===== src/rtl/mie_pkg.sv =====
// Shared types and constants for the MessagePack item encoder.
// Holds the function codes, result status codes and the command word used by
// the front end, queue and back end, and the back end's sequencing phases.
`timescale 1ns / 1ps
`default_nettype none

package mie_pkg;

  localparam int unsigned FUNC_W     = 4;
  localparam int unsigned VALUE_W    = 64;
  localparam int unsigned COUNT_W    = 32;
  localparam int unsigned DATA_W     = 8;
  localparam int unsigned OFFSET_W   = 20;
  localparam int unsigned BUF_SIZE_W = 21;
  localparam int unsigned STR_LEN_W  = 16;

  localparam logic [BUF_SIZE_W-1:0] BUF_SIZE_RESET = 21'd4096;
  localparam logic [BUF_SIZE_W-1:0] BUF_SIZE_MAX   = 21'd1048576;

  localparam int unsigned QUEUE_DEPTH_DEFAULT = 2;

  localparam logic [7:0] ID_FIXSTR   = 8'hA0;
  localparam logic [7:0] ID_FIXMAP   = 8'h80;
  localparam logic [7:0] ID_FIXARRAY = 8'h90;
  localparam logic [7:0] ID_NIL      = 8'hC0;
  localparam logic [7:0] ID_FALSE    = 8'hC2;
  localparam logic [7:0] ID_TRUE     = 8'hC3;
  localparam logic [7:0] ID_MAP16    = 8'hDE;
  localparam logic [7:0] ID_ARRAY16  = 8'hDC;
  localparam logic [7:0] ID_UINT64   = 8'hCF;
  localparam logic [7:0] ID_INT64    = 8'hD3;
  localparam logic [7:0] ID_FLOAT64  = 8'hCB;
  localparam logic [7:0] ID_STR16    = 8'hDA;

  typedef enum logic [FUNC_W-1:0] {
    FN_RESTART  = 4'd0,
    FN_NIL      = 4'd1,
    FN_FALSE    = 4'd2,
    FN_TRUE     = 4'd3,
    FN_U64      = 4'd4,
    FN_I64      = 4'd5,
    FN_F64      = 4'd6,
    FN_MAP      = 4'd7,
    FN_ARRAY    = 4'd8,
    FN_STR_HDR  = 4'd9,
    FN_STR_BYTE = 4'd10
  } func_t;

  typedef enum logic [1:0] {
    ST_OK        = 2'd0,
    ST_NO_ROOM   = 2'd1,
    ST_COUNT_BIG = 2'd2,
    ST_NO_STRING = 2'd3
  } status_t;

  typedef enum logic [2:0] {
    OP_RESTART,
    OP_NOP,
    OP_COUNT_ERR,
    OP_EMIT,
    OP_STR_BYTE
  } op_t;

  typedef enum logic [1:0] {
    PH_HEAD,
    PH_PAY,
    PH_OPEN_FAIL
  } phase_t;

  // One classified item. The payload is left aligned: byte 0 goes out first.
  typedef struct packed {
    op_t                  op;
    logic [7:0]           id;
    logic                 has_pay;
    logic [2:0]           pay_last;
    logic [VALUE_W-1:0]   pay;
    logic                 is_str;
    logic [STR_LEN_W-1:0] str_len;
  } cmd_t;

endpackage

`default_nettype wire


===== src/rtl/mie_if.sv =====
// Channel interfaces of the MessagePack item encoder: input items,
// result words and the buffer size write port. Widths come from mie_pkg.
`timescale 1ns / 1ps
`default_nettype none

interface mie_in_if;
  logic                         valid;
  logic                         ready;
  logic [mie_pkg::FUNC_W-1:0]   func;
  logic [mie_pkg::VALUE_W-1:0]  value;
  logic [mie_pkg::COUNT_W-1:0]  count;
  logic [mie_pkg::DATA_W-1:0]   data_byte;

  modport source (output valid, func, value, count, data_byte, input ready);
  modport sink   (input valid, func, value, count, data_byte, output ready);
endinterface

interface mie_out_if;
  logic                          valid;
  logic                          ready;
  logic [7:0]                    out_byte;
  logic [mie_pkg::OFFSET_W-1:0]  out_offset;
  logic                          byte_valid;
  logic [1:0]                    status;
  logic                          is_last;

  modport source (output valid, out_byte, out_offset, byte_valid, status, is_last,
                  input ready);
  modport sink   (input valid, out_byte, out_offset, byte_valid, status, is_last,
                  output ready);
endinterface

interface mie_cfg_if;
  logic                            valid;
  logic                            ready;
  logic [mie_pkg::BUF_SIZE_W-1:0]  buffer_size;

  modport source (output valid, buffer_size, input ready);
  modport sink   (input valid, buffer_size, output ready);
endinterface

`default_nettype wire


===== src/rtl/messagepack_item_encoder.sv =====
// MessagePack item encoder: turns each input word into MessagePack bytes for
// a bounded buffer and reports room and count errors. Each result word carries
// at most one byte; an item gives one result word for nil, booleans, fix map
// and array headers, string bytes, restart and errors, two for a fixstr header
// whose body has no room, three for 16-bit headers (four for a str16 whose
// body has no room), nine for 64-bit values; a chunk without room ends the
// item early with a no-room word. The back end produces one result word per
// cycle from its output register unless the output stalls, and this sets the
// rate; items are accepted while earlier ones are still being emitted, and the
// queue between front and back absorbs the difference. An item's first result
// word passes the front end register, a queue entry and the output register.
// The buffer size register may only be written while no item is in flight.
`timescale 1ns / 1ps
`default_nettype none

module messagepack_item_encoder #(
  parameter int unsigned QUEUE_DEPTH = mie_pkg::QUEUE_DEPTH_DEFAULT
) (
  input  wire logic clk,
  input  wire logic rst_n,
  mie_in_if.sink    in_chan,
  mie_out_if.source out_chan,
  mie_cfg_if.sink   cfg_chan
);

  logic          f_valid, f_ready;
  mie_pkg::cmd_t f_cmd;
  logic          q_valid, q_ready;
  mie_pkg::cmd_t q_cmd;

  mie_front u_front (
    .clk       (clk),
    .rst_n     (rst_n),
    .in_chan   (in_chan),
    .cmd_valid (f_valid),
    .cmd_ready (f_ready),
    .cmd       (f_cmd)
  );

  mie_fifo #(
    .DEPTH (QUEUE_DEPTH)
  ) u_fifo (
    .clk      (clk),
    .rst_n    (rst_n),
    .wr_valid (f_valid),
    .wr_ready (f_ready),
    .wr_cmd   (f_cmd),
    .rd_valid (q_valid),
    .rd_ready (q_ready),
    .rd_cmd   (q_cmd)
  );

  mie_back u_back (
    .clk       (clk),
    .rst_n     (rst_n),
    .cfg_chan  (cfg_chan),
    .cmd_valid (q_valid),
    .cmd_ready (q_ready),
    .cmd       (q_cmd),
    .out_chan  (out_chan)
  );

endmodule

`default_nettype wire


===== src/rtl/mie_front.sv =====
// Front end of the MessagePack item encoder: accepts input words and
// classifies them into command words for the queue. Uses mie_pkg, mie_if.
`timescale 1ns / 1ps
`default_nettype none

module mie_front (
  input  wire logic          clk,
  input  wire logic          rst_n,
  mie_in_if.sink             in_chan,
  output logic               cmd_valid,
  input  wire logic          cmd_ready,
  output mie_pkg::cmd_t      cmd
);

  logic          valid_r;
  mie_pkg::cmd_t cmd_r;
  mie_pkg::cmd_t cmd_nxt;
  logic          cnt_big;
  logic [mie_pkg::STR_LEN_W-1:0] cnt16;
  logic          take;

  assign in_chan.ready = !valid_r || cmd_ready;
  assign take          = in_chan.valid && in_chan.ready;
  assign cnt_big       = |in_chan.count[mie_pkg::COUNT_W-1:mie_pkg::STR_LEN_W];
  assign cnt16         = in_chan.count[mie_pkg::STR_LEN_W-1:0];

  always_comb begin
    cmd_nxt          = '0;
    cmd_nxt.op       = mie_pkg::OP_NOP;
    cmd_nxt.str_len  = cnt16;
    unique case (in_chan.func)
      mie_pkg::FN_RESTART: begin
        cmd_nxt.op = mie_pkg::OP_RESTART;
      end
      mie_pkg::FN_NIL: begin
        cmd_nxt.op = mie_pkg::OP_EMIT;
        cmd_nxt.id = mie_pkg::ID_NIL;
      end
      mie_pkg::FN_FALSE: begin
        cmd_nxt.op = mie_pkg::OP_EMIT;
        cmd_nxt.id = mie_pkg::ID_FALSE;
      end
      mie_pkg::FN_TRUE: begin
        cmd_nxt.op = mie_pkg::OP_EMIT;
        cmd_nxt.id = mie_pkg::ID_TRUE;
      end
      mie_pkg::FN_U64, mie_pkg::FN_I64, mie_pkg::FN_F64: begin
        cmd_nxt.op       = mie_pkg::OP_EMIT;
        cmd_nxt.has_pay  = 1'b1;
        cmd_nxt.pay_last = 3'd7;
        cmd_nxt.pay      = in_chan.value;
        if (in_chan.func == mie_pkg::FN_U64) begin
          cmd_nxt.id = mie_pkg::ID_UINT64;
        end else if (in_chan.func == mie_pkg::FN_I64) begin
          cmd_nxt.id = mie_pkg::ID_INT64;
        end else begin
          cmd_nxt.id = mie_pkg::ID_FLOAT64;
        end
      end
      mie_pkg::FN_MAP, mie_pkg::FN_ARRAY: begin
        if (cnt_big) begin
          cmd_nxt.op = mie_pkg::OP_COUNT_ERR;
        end else if (cnt16 <= 16'd15) begin
          cmd_nxt.op = mie_pkg::OP_EMIT;
          cmd_nxt.id = ((in_chan.func == mie_pkg::FN_MAP) ? mie_pkg::ID_FIXMAP
                                                         : mie_pkg::ID_FIXARRAY)
                       | {4'd0, cnt16[3:0]};
        end else begin
          cmd_nxt.op       = mie_pkg::OP_EMIT;
          cmd_nxt.id       = (in_chan.func == mie_pkg::FN_MAP) ? mie_pkg::ID_MAP16
                                                              : mie_pkg::ID_ARRAY16;
          cmd_nxt.has_pay  = 1'b1;
          cmd_nxt.pay_last = 3'd1;
          cmd_nxt.pay      = {cnt16, 48'd0};
        end
      end
      mie_pkg::FN_STR_HDR: begin
        if (cnt_big) begin
          cmd_nxt.op = mie_pkg::OP_COUNT_ERR;
        end else if (cnt16 <= 16'd31) begin
          cmd_nxt.op     = mie_pkg::OP_EMIT;
          cmd_nxt.is_str = 1'b1;
          cmd_nxt.id     = mie_pkg::ID_FIXSTR | {3'd0, cnt16[4:0]};
        end else begin
          cmd_nxt.op       = mie_pkg::OP_EMIT;
          cmd_nxt.is_str   = 1'b1;
          cmd_nxt.id       = mie_pkg::ID_STR16;
          cmd_nxt.has_pay  = 1'b1;
          cmd_nxt.pay_last = 3'd1;
          cmd_nxt.pay      = {cnt16, 48'd0};
        end
      end
      mie_pkg::FN_STR_BYTE: begin
        cmd_nxt.op = mie_pkg::OP_STR_BYTE;
        cmd_nxt.id = in_chan.data_byte;
      end
      default: begin
        cmd_nxt.op = mie_pkg::OP_NOP;
      end
    endcase
  end

  always_ff @(posedge clk) begin
    if (!rst_n) begin
      valid_r <= 1'b0;
    end else if (in_chan.ready) begin
      valid_r <= in_chan.valid;
    end
  end

  always_ff @(posedge clk) begin
    if (take) begin
      cmd_r <= cmd_nxt;
    end
  end

  assign cmd_valid = valid_r;
  assign cmd       = cmd_r;

endmodule

`default_nettype wire


===== src/rtl/mie_fifo.sv =====
// Command queue between the front end and the back end of the encoder.
// Flop based, DEPTH entries of mie_pkg::cmd_t.
`timescale 1ns / 1ps
`default_nettype none

module mie_fifo #(
  parameter int unsigned DEPTH = mie_pkg::QUEUE_DEPTH_DEFAULT
) (
  input  wire logic          clk,
  input  wire logic          rst_n,
  input  wire logic          wr_valid,
  output logic               wr_ready,
  input  wire mie_pkg::cmd_t wr_cmd,
  output logic               rd_valid,
  input  wire logic          rd_ready,
  output mie_pkg::cmd_t      rd_cmd
);

  localparam int unsigned PTR_W = (DEPTH > 1) ? $clog2(DEPTH) : 1;
  localparam int unsigned CNT_W = $clog2(DEPTH + 1);

  mie_pkg::cmd_t     mem_r [DEPTH];
  logic [PTR_W-1:0]  wr_ptr_r, wr_ptr_nxt;
  logic [PTR_W-1:0]  rd_ptr_r, rd_ptr_nxt;
  logic [CNT_W-1:0]  cnt_r, cnt_nxt;
  logic              push, pop;

  assign wr_ready = (cnt_r != CNT_W'(DEPTH));
  assign rd_valid = (cnt_r != '0);
  assign push     = wr_valid && wr_ready;
  assign pop      = rd_valid && rd_ready;
  assign rd_cmd   = mem_r[rd_ptr_r];

  always_comb begin
    wr_ptr_nxt = wr_ptr_r;
    rd_ptr_nxt = rd_ptr_r;
    cnt_nxt    = cnt_r;
    if (push) begin
      wr_ptr_nxt = (wr_ptr_r == PTR_W'(DEPTH - 1)) ? '0 : wr_ptr_r + 1'b1;
    end
    if (pop) begin
      rd_ptr_nxt = (rd_ptr_r == PTR_W'(DEPTH - 1)) ? '0 : rd_ptr_r + 1'b1;
    end
    if (push && !pop) begin
      cnt_nxt = cnt_r + 1'b1;
    end else if (pop && !push) begin
      cnt_nxt = cnt_r - 1'b1;
    end
  end

  always_ff @(posedge clk) begin
    if (!rst_n) begin
      wr_ptr_r <= '0;
      rd_ptr_r <= '0;
      cnt_r    <= '0;
    end else begin
      wr_ptr_r <= wr_ptr_nxt;
      rd_ptr_r <= rd_ptr_nxt;
      cnt_r    <= cnt_nxt;
    end
  end

  always_ff @(posedge clk) begin
    if (push) begin
      mem_r[wr_ptr_r] <= wr_cmd;
    end
  end

endmodule

`default_nettype wire


===== src/rtl/mie_back.sv =====
// Back end of the encoder: runs the command at the queue head, checks buffer
// room per chunk, tracks write offset and string state, and drives one result
// word per cycle unless stalled, from an output register. Uses mie_pkg, mie_if.
`timescale 1ns / 1ps
`default_nettype none

module mie_back (
  input  wire logic          clk,
  input  wire logic          rst_n,
  mie_cfg_if.sink            cfg_chan,
  input  wire logic          cmd_valid,
  output logic               cmd_ready,
  input  wire mie_pkg::cmd_t cmd,
  mie_out_if.source          out_chan
);

  localparam int unsigned SUM_W = mie_pkg::BUF_SIZE_W + 1;

  logic [mie_pkg::BUF_SIZE_W-1:0] buf_size_r;
  logic [mie_pkg::BUF_SIZE_W-1:0] wo_r, wo_nxt;
  logic [mie_pkg::STR_LEN_W-1:0]  left_r, left_nxt;
  logic                           fits_r, fits_nxt;
  mie_pkg::phase_t                phase_r, phase_nxt;
  logic [2:0]                     idx_r, idx_nxt;

  logic                           out_valid_r;
  logic [7:0]                     out_byte_r;
  logic [mie_pkg::OFFSET_W-1:0]   out_offset_r;
  logic                           byte_valid_r;
  mie_pkg::status_t               status_r;
  logic                           is_last_r;

  logic                           load, fire;
  logic [mie_pkg::BUF_SIZE_W-1:0] eff_size;
  logic [SUM_W-1:0]               need, pay_need, str_need;
  logic                           room_one, room_need;
  logic [5:0]                     pay_lsb;
  logic [7:0]                     pay_byte;
  logic                           hdr_final;

  logic [7:0]                     r_byte;
  logic                           r_bv;
  mie_pkg::status_t               r_status;
  logic                           r_last;

  assign cfg_chan.ready = 1'b1;

  always_ff @(posedge clk) begin
    if (!rst_n) begin
      buf_size_r <= mie_pkg::BUF_SIZE_RESET;
    end else if (cfg_chan.valid) begin
      buf_size_r <= cfg_chan.buffer_size;
    end
  end

  assign load      = !out_valid_r || out_chan.ready;
  assign fire      = cmd_valid && load;
  assign cmd_ready = fire && r_last;

  assign eff_size  = (buf_size_r > mie_pkg::BUF_SIZE_MAX) ? mie_pkg::BUF_SIZE_MAX
                                                          : buf_size_r;
  assign pay_need  = {{(SUM_W-3){1'b0}}, cmd.pay_last} + SUM_W'(1);
  assign str_need  = SUM_W'(cmd.str_len) + SUM_W'(1);
  // The first payload byte checks room for the whole payload; every other
  // step checks room for a string body behind the current byte.
  assign need      = ((phase_r == mie_pkg::PH_PAY) && (idx_r == 3'd0)) ? pay_need
                                                                        : str_need;
  assign room_one  = ({1'b0, wo_r} + SUM_W'(1)) <= {1'b0, eff_size};
  assign room_need = ({1'b0, wo_r} + need) <= {1'b0, eff_size};

  assign pay_lsb   = {3'd7 - idx_r, 3'b000};
  assign pay_byte  = cmd.pay[pay_lsb +: 8];

  // Result of this cycle for the command at the queue head.
  always_comb begin
    r_byte   = '0;
    r_bv     = 1'b0;
    r_status = mie_pkg::ST_OK;
    r_last   = 1'b1;
    unique case (phase_r)
      mie_pkg::PH_HEAD: begin
        unique case (cmd.op)
          mie_pkg::OP_COUNT_ERR: begin
            r_status = mie_pkg::ST_COUNT_BIG;
          end
          mie_pkg::OP_STR_BYTE: begin
            if (left_r == '0) begin
              r_status = mie_pkg::ST_NO_STRING;
            end else if (fits_r && room_one) begin
              r_byte = cmd.id;
              r_bv   = 1'b1;
            end else begin
              r_status = mie_pkg::ST_NO_ROOM;
            end
          end
          mie_pkg::OP_EMIT: begin
            if (!room_one) begin
              r_status = mie_pkg::ST_NO_ROOM;
            end else begin
              r_byte = cmd.id;
              r_bv   = 1'b1;
              // A fixstr header is complete here; room for its body decides
              // whether a no-room word follows.
              r_last = !cmd.has_pay && (!cmd.is_str || room_need);
            end
          end
          default: begin
          end
        endcase
      end
      mie_pkg::PH_PAY: begin
        if ((idx_r == 3'd0) && !room_need) begin
          r_status = mie_pkg::ST_NO_ROOM;
        end else begin
          r_byte = pay_byte;
          r_bv   = 1'b1;
          r_last = (idx_r == cmd.pay_last) && (!cmd.is_str || room_need);
        end
      end
      mie_pkg::PH_OPEN_FAIL: begin
        r_status = mie_pkg::ST_NO_ROOM;
      end
      default: begin
      end
    endcase
  end

  always_comb begin
    phase_nxt = phase_r;
    idx_nxt   = idx_r;
    if (fire) begin
      if (r_last) begin
        phase_nxt = mie_pkg::PH_HEAD;
        idx_nxt   = '0;
      end else begin
        unique case (phase_r)
          mie_pkg::PH_HEAD: begin
            phase_nxt = cmd.has_pay ? mie_pkg::PH_PAY : mie_pkg::PH_OPEN_FAIL;
            idx_nxt   = '0;
          end
          mie_pkg::PH_PAY: begin
            if (idx_r == cmd.pay_last) begin
              phase_nxt = mie_pkg::PH_OPEN_FAIL;
            end else begin
              idx_nxt = idx_r + 1'b1;
            end
          end
          default: begin
            phase_nxt = mie_pkg::PH_HEAD;
            idx_nxt   = '0;
          end
        endcase
      end
    end
  end

  assign hdr_final = cmd.is_str && r_bv &&
                     (((phase_r == mie_pkg::PH_HEAD) && !cmd.has_pay) ||
                      ((phase_r == mie_pkg::PH_PAY) && (idx_r == cmd.pay_last)));

  always_comb begin
    wo_nxt   = wo_r;
    left_nxt = left_r;
    fits_nxt = fits_r;
    if (fire) begin
      if ((phase_r == mie_pkg::PH_HEAD) && (cmd.op == mie_pkg::OP_RESTART ||
          cmd.op == mie_pkg::OP_COUNT_ERR || cmd.op == mie_pkg::OP_EMIT)) begin
        left_nxt = '0;
        fits_nxt = 1'b0;
      end
      if ((phase_r == mie_pkg::PH_HEAD) && (cmd.op == mie_pkg::OP_RESTART)) begin
        wo_nxt = '0;
      end
      if ((phase_r == mie_pkg::PH_HEAD) && (cmd.op == mie_pkg::OP_STR_BYTE) &&
          (left_r != '0)) begin
        left_nxt = left_r - 1'b1;
      end
      if (r_bv) begin
        wo_nxt = wo_r + 1'b1;
      end
      if (hdr_final) begin
        left_nxt = cmd.str_len;
        fits_nxt = room_need;
      end
    end
  end

  always_ff @(posedge clk) begin
    if (!rst_n) begin
      phase_r     <= mie_pkg::PH_HEAD;
      idx_r       <= '0;
      wo_r        <= '0;
      left_r      <= '0;
      fits_r      <= 1'b0;
      out_valid_r <= 1'b0;
    end else begin
      phase_r <= phase_nxt;
      idx_r   <= idx_nxt;
      wo_r    <= wo_nxt;
      left_r  <= left_nxt;
      fits_r  <= fits_nxt;
      if (load) begin
        out_valid_r <= cmd_valid;
      end
    end
  end

  always_ff @(posedge clk) begin
    if (fire) begin
      out_byte_r   <= r_byte;
      out_offset_r <= r_bv ? wo_r[mie_pkg::OFFSET_W-1:0] : '0;
      byte_valid_r <= r_bv;
      status_r     <= r_status;
      is_last_r    <= r_last;
    end
  end

  assign out_chan.valid      = out_valid_r;
  assign out_chan.out_byte   = out_byte_r;
  assign out_chan.out_offset = out_offset_r;
  assign out_chan.byte_valid = byte_valid_r;
  assign out_chan.status     = status_r;
  assign out_chan.is_last    = is_last_r;

endmodule

`default_nettype wire


===== src/flat_wrapper.sv =====
// flat-port wrapper written by rule: the top's interface ports become plain ports
module messagepack_item_encoder_flat 
#(
  parameter int unsigned QUEUE_DEPTH = mie_pkg::QUEUE_DEPTH_DEFAULT
)
  (clk, rst_n, in_chan_valid, in_chan_func, in_chan_value, in_chan_count, in_chan_data_byte, in_chan_ready, out_chan_valid, out_chan_out_byte, out_chan_out_offset, out_chan_byte_valid, out_chan_status, out_chan_is_last, out_chan_ready, cfg_chan_valid, cfg_chan_buffer_size, cfg_chan_ready);
  mie_in_if in_chan_i ();
  mie_out_if out_chan_i ();
  mie_cfg_if cfg_chan_i ();
  input  wire logic clk;
  input  wire logic rst_n;
  input wire logic [$bits(in_chan_i.valid)-1:0] in_chan_valid;
  input wire logic [$bits(in_chan_i.func)-1:0] in_chan_func;
  input wire logic [$bits(in_chan_i.value)-1:0] in_chan_value;
  input wire logic [$bits(in_chan_i.count)-1:0] in_chan_count;
  input wire logic [$bits(in_chan_i.data_byte)-1:0] in_chan_data_byte;
  output wire logic [$bits(in_chan_i.ready)-1:0] in_chan_ready;
  output wire logic [$bits(out_chan_i.valid)-1:0] out_chan_valid;
  output wire logic [$bits(out_chan_i.out_byte)-1:0] out_chan_out_byte;
  output wire logic [$bits(out_chan_i.out_offset)-1:0] out_chan_out_offset;
  output wire logic [$bits(out_chan_i.byte_valid)-1:0] out_chan_byte_valid;
  output wire logic [$bits(out_chan_i.status)-1:0] out_chan_status;
  output wire logic [$bits(out_chan_i.is_last)-1:0] out_chan_is_last;
  input wire logic [$bits(out_chan_i.ready)-1:0] out_chan_ready;
  input wire logic [$bits(cfg_chan_i.valid)-1:0] cfg_chan_valid;
  input wire logic [$bits(cfg_chan_i.buffer_size)-1:0] cfg_chan_buffer_size;
  output wire logic [$bits(cfg_chan_i.ready)-1:0] cfg_chan_ready;
  assign in_chan_i.valid = in_chan_valid;
  assign in_chan_i.func = in_chan_func;
  assign in_chan_i.value = in_chan_value;
  assign in_chan_i.count = in_chan_count;
  assign in_chan_i.data_byte = in_chan_data_byte;
  assign in_chan_ready = in_chan_i.ready;
  assign out_chan_valid = out_chan_i.valid;
  assign out_chan_out_byte = out_chan_i.out_byte;
  assign out_chan_out_offset = out_chan_i.out_offset;
  assign out_chan_byte_valid = out_chan_i.byte_valid;
  assign out_chan_status = out_chan_i.status;
  assign out_chan_is_last = out_chan_i.is_last;
  assign out_chan_i.ready = out_chan_ready;
  assign cfg_chan_i.valid = cfg_chan_valid;
  assign cfg_chan_i.buffer_size = cfg_chan_buffer_size;
  assign cfg_chan_ready = cfg_chan_i.ready;
  messagepack_item_encoder #(.QUEUE_DEPTH(QUEUE_DEPTH)) u_core (.clk(clk), .rst_n(rst_n), .in_chan(in_chan_i), .out_chan(out_chan_i), .cfg_chan(cfg_chan_i));
endmodule

===== config.mk =====
export PLATFORM = sky130hd
export DESIGN_NAME = messagepack_item_encoder_flat
export DESIGN_NICKNAME = d
export VERILOG_FILES = /design/src/rtl/mie_pkg.sv /design/src/rtl/mie_if.sv /design/src/rtl/messagepack_item_encoder.sv /design/src/rtl/mie_front.sv /design/src/rtl/mie_fifo.sv /design/src/rtl/mie_back.sv /design/src/flat_wrapper.sv
export SDC_FILE = /design/constraint.sdc
export NUM_CORES = 1
export LEC_CHECK = 0
export BUFFER_PORTS_ARGS = -buffer_cell sky130_fd_sc_hd__buf_2
export CAP_MARGIN = 20
export CORE_MARGIN = 1
export CORE_UTILIZATION = 40
export CTS_BUF_LIST = sky130_fd_sc_hd__clkbuf_4 sky130_fd_sc_hd__clkbuf_8 sky130_fd_sc_hd__clkbuf_16
export DETAILED_ROUTE_END_ITERATION = 7
export GPL_TIMING_DRIVEN = 0
export MAX_ROUTING_LAYER = met4
export SETUP_SLACK_MARGIN = 0.3
export SYNTH_ARGS = -nofsm -noshare
export SYNTH_HDL_FRONTEND = slang
export SYNTH_SLANG_ARGS = --single-unit

===== constraint.sdc =====
create_clock -name clk -period 8.92 [get_ports clk]
set_input_delay 0.892 -clock clk [delete_from_list [all_inputs] [get_ports clk]]
set_output_delay 0.892 -clock clk [all_outputs]
set_load 0.01 [all_outputs]

==> impl_metrics.ini <==
[job]
cap_violations = 0

[place]
place_ws_ps = -466
dp.cells = 2156
placed_cell_area_um2 = 19900
port-buffer-count = 164
place_congestion = 0.911
dpl.hpwl_mm = 33.6

[floorplan]
start_util_pct = 40.8
dieArea_um2 = 46200
core.rowCount = 77
ios = 169
die_y_um = 215
die_w_um = 215
core-area_um2 = 44500

[finish]
design_area_um2 = 21200
mostFrequentLayoutCells = 314 x edfxtp_1, 173 x buf_2, 100 x nor2_1
drive_gt1_share_pct = 21.0
instances_no_fill = 2230
n_fill_cell = 3950
final_common_cell = edfxtp_1
nNetsFinal = 1809
syn_to_final_growth_pct = 16.9

[synthesis]
synth_compound_area_share_pct = 10.4
synth_edf_count = 314
synthSimpleGateAreaFrac_pct = 11.6
synth_ff_type = edfxtp_1
yosys.area_share.xor_xnor_pct = 2.56
synth_top_family_by_area = simple AND/OR/NAND/NOR gates
synth_area_per_cell_um2 = 13.0
syn_nets = 1596
synth_mux_area_share_pct = 8.39
async_reset_ff_share_pct = 0
ys_types = 86
ys_ff_latch = 385
netlist_instances = 1394
ys_seq_area_share_pct = 59.8
syn-cell-area_um2 = 18100
ys_warn_count = 0
synth_fa_ha_area_share_pct = 4.73

[detailed_routing]
drc = 0
wl_mm = 44.9
ant_nets = 0
wl_per_cell_um = 20.1
route.vias.total = 12200
via_per_inst = 5.45
drt-initial-drc-count = 863
firstDrtPassIters = 5

[global_route]
antenna_found_initial = 1
grt.total_usage_pct = 19.9
grt_first_pass_wirelength_mm = 68.4
grt_max_degree = 67
grt_pass1_vias = 11800
grt_overflow_total = 0

[outcome]
status = finished, final reports clean

[sta]
clock-skew-final_ps = 43.7
slew_headroom_pct = 30.6
hold_ws_ps = 436
postLayoutSetupSlackWorst_ps = 983
finalHoldViolations = 0
worst_pin_slew_ps = 1030
period_share_pct = 89.0
finalSetupViolations = 0
fmax_ghz = 0.126
timing.final.crit_period_ps = 7940
report.final.slew_viol_count = 0
setup_tns_ps = 0
rsz0062_at_grt = no

[worst_setup_path]
rr_endpoint = u_core.u_fifo.cnt_r[1]
cpPeakStageDelay_ps = 470
crit_top_cell = ha_1
crit_path_end_kind = flip-flop
r2r_cells = 31
r2r-start = u_core.u_back.idx_r[0]
critPathArrivalTime_ps = 8450
reg2reg_slack_ps = 980
crit_path_top_delay_cell = o32ai_4
start_kind = flip-flop
required_ps = 9430
worst-path-max-fanout = 10
crit_type = flip-flop to flip-flop

[power]
leakage_uw = 0.00818
p_per_area_nw_per_um2 = 254
max-vdd-ir-drop_mv = 0.159

[cts]
clock_path_buffers = 3
clock_latency_ps = 580
path_clk_slew_ps = 60
cts_buffers = 41
cts.htree.levels = 2
holdBufCountCts = 0
cts_tree = done
cts.sinks = 385
clock-root-buffer = clkbuf_16
post-cts-setup-buffers = 0
cts_resized = 7

[worst_hold_path]
hold_class = flip-flop to flip-flop
hold_depth = 0
whs_endpoint = u_core.u_fifo.mem_r[1][23]
hold_start = u_core.u_front.cmd[23]
layout make-up:
class	count	area [um2]	share of cell area, %
Sequential cell	385	10900	51.2
Tap cell	592	741	3.49
Multi-Input combinational cell	900	6900	32.5
Timing Repair Buffer	170	956	4.51
Inverter	44	165	0.779
Clock buffer	56	1150	5.43
Antenna cell	1	2.50	0.0118
Buffer	65	285	1.35
Clock inverter	17	153	0.720
critical path: cells and delay by family (launching register included):
kind | cells | cell delay (ps)
AO/OA/AOI/OAI | 11 | 3150
AND/OR/NAND/NOR | 10 | 2010
buffers and inverters | 5 | 1210
adder cells (fa/ha/maj) | 4 | 1050
flip-flops | 1 | 310
XOR/XNOR | 1 | 140
worst max-delay path by stage:
stage | startpoint | end | depth (start not counted)
after floorplan | flip-flop | u_core.u_fifo.cnt_r[1] | 30
after global placement | flip-flop | u_core.u_fifo.cnt_r[1] | 28
after detailed placement | flip-flop | u_core.u_fifo.cnt_r[1] | 28
after CTS | u_core.u_back.idx_r[0] | u_core.u_back.wo_r[8] | 30
after global routing | flip-flop | u_core.u_fifo.cnt_r[1] | 30
final | u_core.u_back.idx_r[0] | u_core.u_fifo.cnt_r[1] | 31
state kept, by name, summed over array words and instances (netlist names), named ones only:
register	flops
u_core.u_back.buf_size_r	21
u_core.u_back.fits_r	1
u_core.u_back.idx_r	3
u_core.u_back.left_r	16
u_core.u_back.out_chan.byte_valid	1
u_core.u_back.out_chan.is_last	1
u_core.u_back.out_chan.out_byte	8
u_core.u_back.out_chan.out_offset	20
u_core.u_back.out_chan.status	2
u_core.u_back.out_chan.valid	1
u_core.u_back.phase_r	2
u_core.u_back.wo_r	21
u_core.u_fifo.cnt_r	2
u_core.u_fifo.mem_r	188
u_core.u_fifo.rd_ptr_r	1
u_core.u_fifo.wr_ptr_r	1
u_core.u_front.cmd	94
u_core.u_front.cmd_valid	1
cell families (layout without fill, tap and decap cells):
kind of cell / Yosys count / in the layout
adder cells (fa/ha/maj): 68 / 68
AND/OR/NAND/NOR: 412 / 412
flip-flops: 385 / 385
AO/OA/AOI/OAI: 266 / 266
other: 1 / 2
multiplexers: 100 / 100
buffers and inverters: 109 / 352
XOR/XNOR: 53 / 53
report_power, final:
group	internal (uW)	switching, uW
sequential	2190	96.9
clock	941	691
combinational	568	888
metal layers:
metal  track usage, %  vias up  wire [um]
met5                -        -          0
met4             5.67        0       1060
met3             3.07       66       2130
met2             31.3      357      21000
met1             26.8     5950      20700
li1                 -     5791          -
cell usage after synthesis (8+ instances only):
cell type	count	share of area, %
nand4_1	14	0.48
mux2i_1	46	2.5
a21o_1	17	0.70
dfxtp_1	71	7.8
a31oi_1	12	0.41
nor4_1	18	0.62
nand2_1	82	1.7
and2_1	32	1.1
mux4_2	40	5.0
nor3_1	20	0.55
a21oi_1	65	1.8
mux2_2	12	0.74
nand3_1	34	0.94
a22o_1	28	1.4
and3_1	58	2.0
nor2_1	101	2.1
edfxtp_1	314	52
inv_1	40	0.83
xnor2_1	31	1.5
o22ai_1	12	0.41
a221oi_2	9	0.74
or3_1	8	0.28
clkbuf_1	50	1.0
xor2_1	22	1.1
nand2b_1	14	0.48
o21ai_0	46	1.3
ha_1	67	4.6
metrics by stage:
step                total power [uW]  util (%)
floorplan                       3290         -
global placement                3750      44.3
detailed placement              3780      44.6
CTS                             5430      47.6
global route                    5640      47.6
finish                          5380      47.6
Power figures use the tool's default switching activity.
